File: config.mk
export PLATFORM = sky130hd
export DESIGN_NAME = cell_pattern_rle_decoder
export DESIGN_NICKNAME = d
export VERILOG_FILES = /design/src/sv/crle_pkg.sv /design/src/sv/cell_pattern_rle_decoder.sv /design/src/sv/crle_decode.sv /design/src/sv/crle_outbuf.sv
export SDC_FILE = /design/constraint.sdc
export NUM_CORES = 1
export LEC_CHECK = 0
export BUFFER_PORTS_ARGS = -buffer_cell sky130_fd_sc_hd__buf_2
export CORE_MARGIN = 2
export CORE_UTILIZATION = 64
export CTS_CLUSTER_DIAMETER = 150
export CTS_CLUSTER_SIZE = 14
export DETAILED_ROUTE_END_ITERATION = 6
export PLACE_DENSITY = 0.85
export SLEW_MARGIN = 10
export SYNTH_ARGS = -nofsm -noshare
export SYNTH_HDL_FRONTEND = slang
export SYNTH_SLANG_ARGS = --single-unit
File: constraint.sdc
create_clock -name aclk -period 12.4 [get_ports aclk]
set_input_delay 1.24 -clock aclk [delete_from_list [all_inputs] [get_ports aclk]]
set_output_delay 1.24 -clock aclk [all_outputs]
set_load 0.02 [all_outputs]
File: src/sv/crle_pkg.sv
`default_nettype none

package crle_pkg;

    // Coordinate and count width inside the decoder
    localparam int COORD_BITS = 16;
    // Width of coordinate fields on the result stream
    localparam int OUT_BITS   = 16;
    localparam int GRID_BITS  = 13;
    localparam int STATE_BITS = 8;
    localparam int BYTE_BITS  = 8;
    // Compare width wide enough for both coordinates and grid size, plus a carry
    localparam int CMP_BITS   = ((COORD_BITS > GRID_BITS) ? COORD_BITS : GRID_BITS) + 1;

    localparam logic [GRID_BITS-1:0]  GRID_RESET   = GRID_BITS'(200);
    localparam logic [COORD_BITS-1:0] COORD_MAX    = {COORD_BITS{1'b1}};
    localparam logic [BYTE_BITS-1:0]  CHAR_ZERO    = 8'h30;
    localparam logic [BYTE_BITS-1:0]  CHAR_NINE    = 8'h39;
    localparam logic [BYTE_BITS-1:0]  CHAR_DOT     = 8'h2E;
    localparam logic [BYTE_BITS-1:0]  CHAR_DOLLAR  = 8'h24;
    localparam logic [BYTE_BITS-1:0]  STATE_OFFSET = 8'd64;

    // Packed result payload width, rounded up to whole bytes
    localparam int RES_BITS   = 3 * OUT_BITS + STATE_BITS + 1 + 2 * OUT_BITS;
    localparam int TDATA_BITS = ((RES_BITS + 7) / 8) * 8;

    typedef enum logic [1:0] {
        BK_DIGIT,
        BK_SKIP,
        BK_LINE,
        BK_CELL
    } byte_kind_t;

    typedef enum logic {
        KIND_RUN    = 1'b0,
        KIND_EXTENT = 1'b1
    } res_kind_t;

    typedef struct packed {
        logic [COORD_BITS-1:0] start;
        logic [COORD_BITS-1:0] line;
        logic [COORD_BITS-1:0] len;
        logic [STATE_BITS-1:0] state;
        logic                  outside;
    } run_t;

    typedef struct packed {
        logic [COORD_BITS-1:0] width;
        logic [COORD_BITS-1:0] height;
    } ext_t;

    // Everything one input byte produces
    typedef struct packed {
        logic has_run;
        logic has_ext;
        run_t run;
        ext_t ext;
    } entry_t;

    function automatic logic [COORD_BITS-1:0] sat_add(
        input logic [COORD_BITS-1:0] a,
        input logic [COORD_BITS-1:0] b
    );
        logic [COORD_BITS:0] s;
        s = {1'b0, a} + {1'b0, b};
        sat_add = s[COORD_BITS] ? COORD_MAX : s[COORD_BITS-1:0];
    endfunction

    function automatic logic [OUT_BITS-1:0] to_out(input logic [COORD_BITS-1:0] v);
        to_out = OUT_BITS'(v);
    endfunction

endpackage

`default_nettype wire

File: src/sv/cell_pattern_rle_decoder.sv
`default_nettype none

// Channel   Direction  Handshake               Payload
// s_        in         s_tvalid / s_tready     tdata: byte_in; tlast: last
// m_        out        m_tvalid / m_tready     tdata: run and extent fields;
//                                              tuser: kind; tlast: last_result
// cfg_      in         cfg_valid / cfg_ready   cfg_data: grid_size
//
// One byte is taken per cycle while m_ does not stall and no two-beat result
// is draining. A byte is held in the input register, decoded into the result
// register and leaves from there. A last byte that also closes a run gives two
// result beats and holds the input side until the second beat is taken.
// Reset is synchronous, active low, and returns grid_size to 200.
// A stall on m_ holds the result register and, behind it, the input register.

module cell_pattern_rle_decoder (
    input  wire logic                               aclk,
    input  wire logic                               aresetn,

    input  wire logic                               s_tvalid,
    output logic                                    s_tready,
    input  wire logic [7:0]                         s_tdata,  // [7:0] byte_in
    input  wire logic                               s_tlast,

    output logic                                    m_tvalid,
    input  wire logic                               m_tready,
    // [15:0] run_start, [31:16] line_number, [47:32] run_length,
    // [55:48] cell_state, [56] outside_grid, [72:57] extent_width,
    // [88:73] extent_height, [95:89] zero
    output logic [crle_pkg::TDATA_BITS-1:0]         m_tdata,
    output logic                                    m_tuser,  // [0] kind
    output logic                                    m_tlast,

    input  wire logic                               cfg_valid,
    output logic                                    cfg_ready,
    input  wire logic [crle_pkg::GRID_BITS-1:0]     cfg_data
);

    logic                               in_vld_reg;
    logic [crle_pkg::BYTE_BITS-1:0]     in_byte_reg;
    logic                               in_last_reg;
    logic [crle_pkg::GRID_BITS-1:0]     grid_reg;

    logic             advance;
    logic             buf_full;
    logic             buf_done;
    crle_pkg::entry_t entry;

    // Move the held byte on once the result register is free or draining
    assign advance   = in_vld_reg && (!buf_full || buf_done);
    assign s_tready  = !in_vld_reg || advance;
    assign cfg_ready = 1'b1;

    always_ff @(posedge aclk) begin
        if (!aresetn) begin
            in_vld_reg <= 1'b0;
            grid_reg   <= crle_pkg::GRID_RESET;
        end else begin
            if (s_tvalid && s_tready) begin
                in_vld_reg <= 1'b1;
            end else if (advance) begin
                in_vld_reg <= 1'b0;
            end
            if (cfg_valid) begin
                grid_reg <= cfg_data;
            end
        end
    end

    always_ff @(posedge aclk) begin
        if (s_tvalid && s_tready) begin
            in_byte_reg <= s_tdata;
            in_last_reg <= s_tlast;
        end
    end

    crle_decode u_decode (
        .aclk      (aclk),
        .aresetn   (aresetn),
        .advance   (advance),
        .byte_in   (in_byte_reg),
        .last      (in_last_reg),
        .grid_size (grid_reg),
        .entry     (entry)
    );

    crle_outbuf u_outbuf (
        .aclk     (aclk),
        .aresetn  (aresetn),
        .load     (advance),
        .entry    (entry),
        .full     (buf_full),
        .done     (buf_done),
        .m_tvalid (m_tvalid),
        .m_tready (m_tready),
        .m_tdata  (m_tdata),
        .m_tuser  (m_tuser),
        .m_tlast  (m_tlast)
    );

endmodule

`default_nettype wire

File: src/sv/crle_decode.sv
`default_nettype none

module crle_decode (
    input  wire logic                              aclk,
    input  wire logic                              aresetn,
    input  wire logic                              advance,
    input  wire logic [crle_pkg::BYTE_BITS-1:0]    byte_in,
    input  wire logic                              last,
    input  wire logic [crle_pkg::GRID_BITS-1:0]    grid_size,
    output crle_pkg::entry_t                       entry
);

    localparam int CB = crle_pkg::COORD_BITS;
    localparam int MB = crle_pkg::CMP_BITS;

    logic [CB-1:0] pos_reg,     pos_next;
    logic [CB-1:0] line_reg,    line_next;
    logic [CB-1:0] widest_reg,  widest_next;
    logic [CB-1:0] pending_reg, pending_next;
    logic          present_reg, present_next;

    crle_pkg::byte_kind_t kind;
    logic [CB-1:0]   n;
    logic [CB-1:0]   pos_upd, line_upd, widest_upd, pending_upd;
    logic            present_upd;
    logic [CB+3:0]   times_ten;
    logic [3:0]      digit;
    logic [MB-1:0]   run_end;
    logic [MB-1:0]   grid_ext;

    always_comb begin
        if (byte_in >= crle_pkg::CHAR_ZERO && byte_in <= crle_pkg::CHAR_NINE) begin
            kind = crle_pkg::BK_DIGIT;
        end else if (byte_in == crle_pkg::CHAR_DOT) begin
            kind = crle_pkg::BK_SKIP;
        end else if (byte_in == crle_pkg::CHAR_DOLLAR) begin
            kind = crle_pkg::BK_LINE;
        end else begin
            kind = crle_pkg::BK_CELL;
        end
    end

    assign n         = present_reg ? pending_reg : CB'(1);
    assign digit     = 4'(byte_in - crle_pkg::CHAR_ZERO);
    // count * 10 + digit, as two shifts and two adds
    assign times_ten = ({4'b0, pending_reg} << 3) + ({4'b0, pending_reg} << 1)
                       + (CB + 4)'(digit);
    assign grid_ext  = MB'(grid_size);
    assign run_end   = MB'(pos_reg) + MB'(n);

    always_comb begin
        pos_upd     = pos_reg;
        line_upd    = line_reg;
        widest_upd  = widest_reg;
        pending_upd = '0;
        present_upd = 1'b0;
        entry       = '0;

        unique case (kind)
            crle_pkg::BK_DIGIT: begin
                pending_upd = (times_ten[CB+3:CB] != 4'b0) ? crle_pkg::COORD_MAX
                                                           : times_ten[CB-1:0];
                present_upd = 1'b1;
            end
            crle_pkg::BK_SKIP: begin
                pos_upd = crle_pkg::sat_add(pos_reg, n);
            end
            crle_pkg::BK_LINE: begin
                if (pos_reg > widest_reg) begin
                    widest_upd = pos_reg;
                end
                line_upd = crle_pkg::sat_add(line_reg, n);
                pos_upd  = '0;
            end
            crle_pkg::BK_CELL: begin
                entry.has_run     = 1'b1;
                entry.run.start   = pos_reg;
                entry.run.line    = line_reg;
                entry.run.len     = n;
                entry.run.state   = byte_in - crle_pkg::STATE_OFFSET;
                entry.run.outside = (MB'(line_reg) >= grid_ext) || (run_end > grid_ext);
                pos_upd = crle_pkg::sat_add(pos_reg, n);
            end
            default: begin
                pos_upd = pos_reg;
            end
        endcase

        if (last) begin
            entry.has_ext    = 1'b1;
            entry.ext.width  = widest_upd;
            entry.ext.height = line_upd;
        end

        // Start a fresh pattern after the final byte
        pos_next     = last ? '0 : pos_upd;
        line_next    = last ? '0 : line_upd;
        widest_next  = last ? '0 : widest_upd;
        pending_next = last ? '0 : pending_upd;
        present_next = last ? 1'b0 : present_upd;
    end

    always_ff @(posedge aclk) begin
        if (!aresetn) begin
            pos_reg     <= '0;
            line_reg    <= '0;
            widest_reg  <= '0;
            pending_reg <= '0;
            present_reg <= 1'b0;
        end else if (advance) begin
            pos_reg     <= pos_next;
            line_reg    <= line_next;
            widest_reg  <= widest_next;
            pending_reg <= pending_next;
            present_reg <= present_next;
        end
    end

endmodule

`default_nettype wire

File: src/sv/crle_outbuf.sv
`default_nettype none

module crle_outbuf (
    input  wire logic                               aclk,
    input  wire logic                               aresetn,
    input  wire logic                               load,
    input  wire crle_pkg::entry_t                   entry,
    output logic                                    full,
    output logic                                    done,
    output logic                                    m_tvalid,
    input  wire logic                               m_tready,
    output logic [crle_pkg::TDATA_BITS-1:0]         m_tdata,
    output logic                                    m_tuser,
    output logic                                    m_tlast
);

    localparam int OB = crle_pkg::OUT_BITS;
    localparam int SB = crle_pkg::STATE_BITS;

    logic             vld_reg,   vld_next;
    logic             phase_reg, phase_next;
    crle_pkg::entry_t ent_reg,   ent_next;

    logic          sel_ext;
    logic          final_beat;
    logic [OB-1:0] f_start, f_line, f_len, f_width, f_height;
    logic [SB-1:0] f_state;
    logic          f_outside;

    // Extent beat follows the run beat, or stands alone
    assign sel_ext    = !ent_reg.has_run || phase_reg;
    assign final_beat = sel_ext || !ent_reg.has_ext;
    assign m_tvalid   = vld_reg;
    assign done       = vld_reg && m_tready && final_beat;
    assign full       = vld_reg;

    always_comb begin
        vld_next   = vld_reg;
        phase_next = phase_reg;
        ent_next   = ent_reg;
        if (vld_reg && m_tready) begin
            if (final_beat) begin
                vld_next   = 1'b0;
                phase_next = 1'b0;
            end else begin
                phase_next = 1'b1;
            end
        end
        if (load) begin
            vld_next   = entry.has_run || entry.has_ext;
            phase_next = 1'b0;
            ent_next   = entry;
        end
    end

    always_comb begin
        f_start   = '0;
        f_line    = '0;
        f_len     = '0;
        f_state   = '0;
        f_outside = 1'b0;
        f_width   = '0;
        f_height  = '0;
        if (sel_ext) begin
            f_width  = crle_pkg::to_out(ent_reg.ext.width);
            f_height = crle_pkg::to_out(ent_reg.ext.height);
        end else begin
            f_start   = crle_pkg::to_out(ent_reg.run.start);
            f_line    = crle_pkg::to_out(ent_reg.run.line);
            f_len     = crle_pkg::to_out(ent_reg.run.len);
            f_state   = ent_reg.run.state;
            f_outside = ent_reg.run.outside;
        end
    end

    assign m_tdata = crle_pkg::TDATA_BITS'({f_height, f_width, f_outside, f_state,
                                            f_len, f_line, f_start});
    assign m_tuser = sel_ext ? crle_pkg::KIND_EXTENT : crle_pkg::KIND_RUN;
    assign m_tlast = final_beat;

    always_ff @(posedge aclk) begin
        if (!aresetn) begin
            vld_reg   <= 1'b0;
            phase_reg <= 1'b0;
        end else begin
            vld_reg   <= vld_next;
            phase_reg <= phase_next;
        end
    end

    always_ff @(posedge aclk) begin
        ent_reg <= ent_next;
    end

endmodule

`default_nettype wire

==> metrics.md <==
| Metric | Value |
|---|---|
| Status | `finished, final reports clean` |
| Setup_tns | `0 ps` |
| Clock-pin slew on the worst setup and hold paths | `70 ps` |
| Max Clk Rate | `0.214 GHz` |
| Netlist cell types | `76` |
| CP Launch Type | `register` |
| Fill cell count | `1274` |
| Combinational share of power | `7.2%` |
| CTS Sinks | `181` |
| Postcts setup bufs | `0` |
| Drc violations | `0` |
| Part of the power in registers | `51.1%` |
| Avg Inst Size Synth | `9.46 um^2` |
| Final setup viols | `0` |
| Post-synth EDFFs | `100` |
| Rows | `48` |
| Clock power frac | `41.7%` |
| Hold slack | `487 ps` |
| Tcrit/Tclk final | `37.7%` |
| Share of cells above drive strength 1 | `14.5%` |
| Core area | `0.0173 mm^2` |
| Io pins | `128` |
| Worst skew pair latency | `440 ps` |
| Seq/Total Area, Yosys | `40.9%` |
| First DRT Iteration DRCs | `960` |
| Die footprint | `0.0188 mm^2` |
| TritonCTS clock tree | `yes` |
| Worst slew pin tran | `1060 ps` |
| Die width | `137 um` |
| Largest register FFs | `91` |
| Switching pwr | `0.329 mW` |
| Global route total overflow | `0` |
| Synth-to-Final Area Change | `11.1%` |
| HP Class | `reg2reg` |
| H-tree Lvls | `4` |
| #FFs+latches synth | `181` |
| Via count of the routed design | `8955` |
| DRT Wirelength | `25.9 mm` |
| Worst Skew | `9.50 ps` |
| Maxcap violations | `0` |
| Pint | `0.956 mW` |
| DR pass1 iterations | `6` |
| Largest net degree at the start of global routing | `92` |
| CTS resizes | `0` |
| Ys async rst share | `0%` |
| Synth top cells by count | `and2_1 (109), edfxtp_1 (100), ha_1 (96), nand2_1 (96), dfxtp_1 (81)` |
| Sw Ratio | `25.6%` |
| Post-synthesis cell count | `1196` |
| Min Tclk post-route | `4680 ps` |
| Worst vdd ir | `0.0935 mV` |
| Pwr dens | `102 mW/mm^2` |
| Fin. Hold Viols | `0` |
| Top-count cell post-synth | `and2_1` |
| Global-route wire length before repair | `41.2 mm` |
| CP Capture Type | `register` |
| Deepest clock path buffer count | `2` |
| Leakage power | `5.54 nW` |
| Critical path class | `reg2reg` |
| Clk root buf | `clkbuf_16` |
| Synth Flop Type | `edfxtp_1` |
| Slew Limit Headroom | `29.5%` |
| Area leader, netlist | `edfxtp_1` |
| HPWL after DPL | `18.9 mm` |
| ANT nets after route | `0` |
| DR vias/cell | `5.90` |
| Starting density of the core | `65.4%` |
| Initial antenna violation count | `0` |
| Synth Cell Area | `0.0113 mm^2` |
| Inserted Diodes | `0` |
| Req. time, crit path | `12570 ps` |
| Hold_buf cts | `0` |
| Die Y | `137 um` |
| Synth Warn # | `0` |
| Yosys top cell area share | `26.5%` |
| Routed wire per std cell | `17.1 um` |
| Vias in the first global route | `8086` |
| CTS Buf Count | `17` |
| Worst EP arrival | `4850 ps` |
| RSZ-0062 raised after global routing | `no` |
| Top post-synthesis cells by area | `edfxtp_1 (27%), dfxtp_1 (14%), ha_1 (11%), and2_1 (6.0%), nor2b_1 (4.1%)` |
| Buffers added on ports | `119` |
| Worst-path fanout max | `51` |
| Slew Limit Fails | `0` |
| Placer Congestion | `0.955` |
| Total Routing Usage GR | `28.5%` |
| Final nets | `1406` |
-- per-stage QoR --
step           total power [mW]  area [um^2]  setup WS, ps  utilization (%)  instances
2_1_floorplan             0.734        11300          7640                -       1202
3_3_place_gp              0.759        12000          7910             69.2       1485
3_5_place_dp              0.762        12000          7800             69.2       1485
4_1_cts                    1.29        12600          7770             72.7       1517
5_1_grt                    1.32        12600          7290             72.7       1517
6_report                   1.28        12600          7720             72.7       1517
-- layout make-up --
class	instances	area, um^2	area share (%)
multi-input cells	891	6190	49.2
flip-flops and latches	181	4620	36.8
repair buffers	127	656	5.21
clock buffers	18	439	3.49
well taps	225	282	2.24
inverters	61	230	1.83
clock inverters	14	160	1.27
-- layer usage --
metal | wire length [um] | track usage, %
met5 | 0 | 0
met4 | 647 | 9.97
met3 | 2020 | 5.26
met2 | 11500 | 44.2
met1 | 11800 | 40.0
-- path summary, 6_finish.rpt --
path	cells after the start	endpoint	slack, ps	startpoint
setup / recovery	19	u_outbuf.ent_reg[32]$_SDFFCE_PN0P_	7720	u_decode.present_reg$_SDFFE_PN0P_
hold / removal	1	u_decode.widest_reg[6]$_SDFFE_PN0P_	490	u_decode.widest_reg[6]$_SDFFE_PN0P_
setup reg to reg	19	u_outbuf.ent_reg[32]$_SDFFCE_PN0P_	7720	u_decode.present_reg$_SDFFE_PN0P_
hold reg to reg	1	u_decode.widest_reg[6]$_SDFFE_PN0P_	490	u_decode.widest_reg[6]$_SDFFE_PN0P_
-- power by group through the flow --
stage	combinational (mW)	clock, mW	sequential (mW)
finish	0.0930	0.535	0.656
global route	0.102	0.561	0.658
CTS	0.0926	0.538	0.656
detailed placement	0.0922	0	0.670
global placement	0.0899	0	0.669
floorplan	0.0660	0	0.668
-- worst max-delay path, stage by stage, from the launching register on --
cell      delay, ps
dfxtp_1         310
buf_4           380
nand2_1         190
inv_1           160
ha_1            280
a221oi_2        340
o41ai_2         160
o21ai_0         240
a21boi_1        130
o311ai_2        390
o21ai_2         140
nor3_1          200
nor2_1          120
xor2_1          170
ha_1            300
and4_1          210
a221oi_1        280
a31oi_1          90
nor3_1          180
a41oi_1         130
-- placed cells by master (no fill, tap or decap), types with 6 or more instances in the layout --
cell type and count:
nand2_1 96, clkbuf_16 17, buf_4 8, nor2b_1 74, buf_2 119, nand3_1 15, a21o_1 26, ha_1 96
o211ai_1 6, nand2b_1 10, o21bai_1 8, nand4_1 6, nor2_1 75, and3_1 16, dfxtp_1 81, a21oi_1 66
and2_1 109, mux2i_1 27, conb_1 8, o21a_1 14, inv_1 60, a31oi_1 9, nor3_1 10, edfxtp_1 100
xnor2_1 22, xor2_1 12, a22o_1 18, o21ai_0 71, a211oi_1 6
-- kinds of logic after synthesis --
| family | share of synthesized area [%] |
|---|---|
| other | 0.0663 |
| buffers and inverters | 4.84 |
| muxes | 2.49 |
| and+or+nand+nor | 20.3 |
| AOI/OAI and AO/OA | 17.0 |
| xor gates and xnor gates | 2.63 |
| DFF | 40.9 |
| adders and majority gates | 11.8 |
Note: power is estimated with default switching activity, not from simulation.
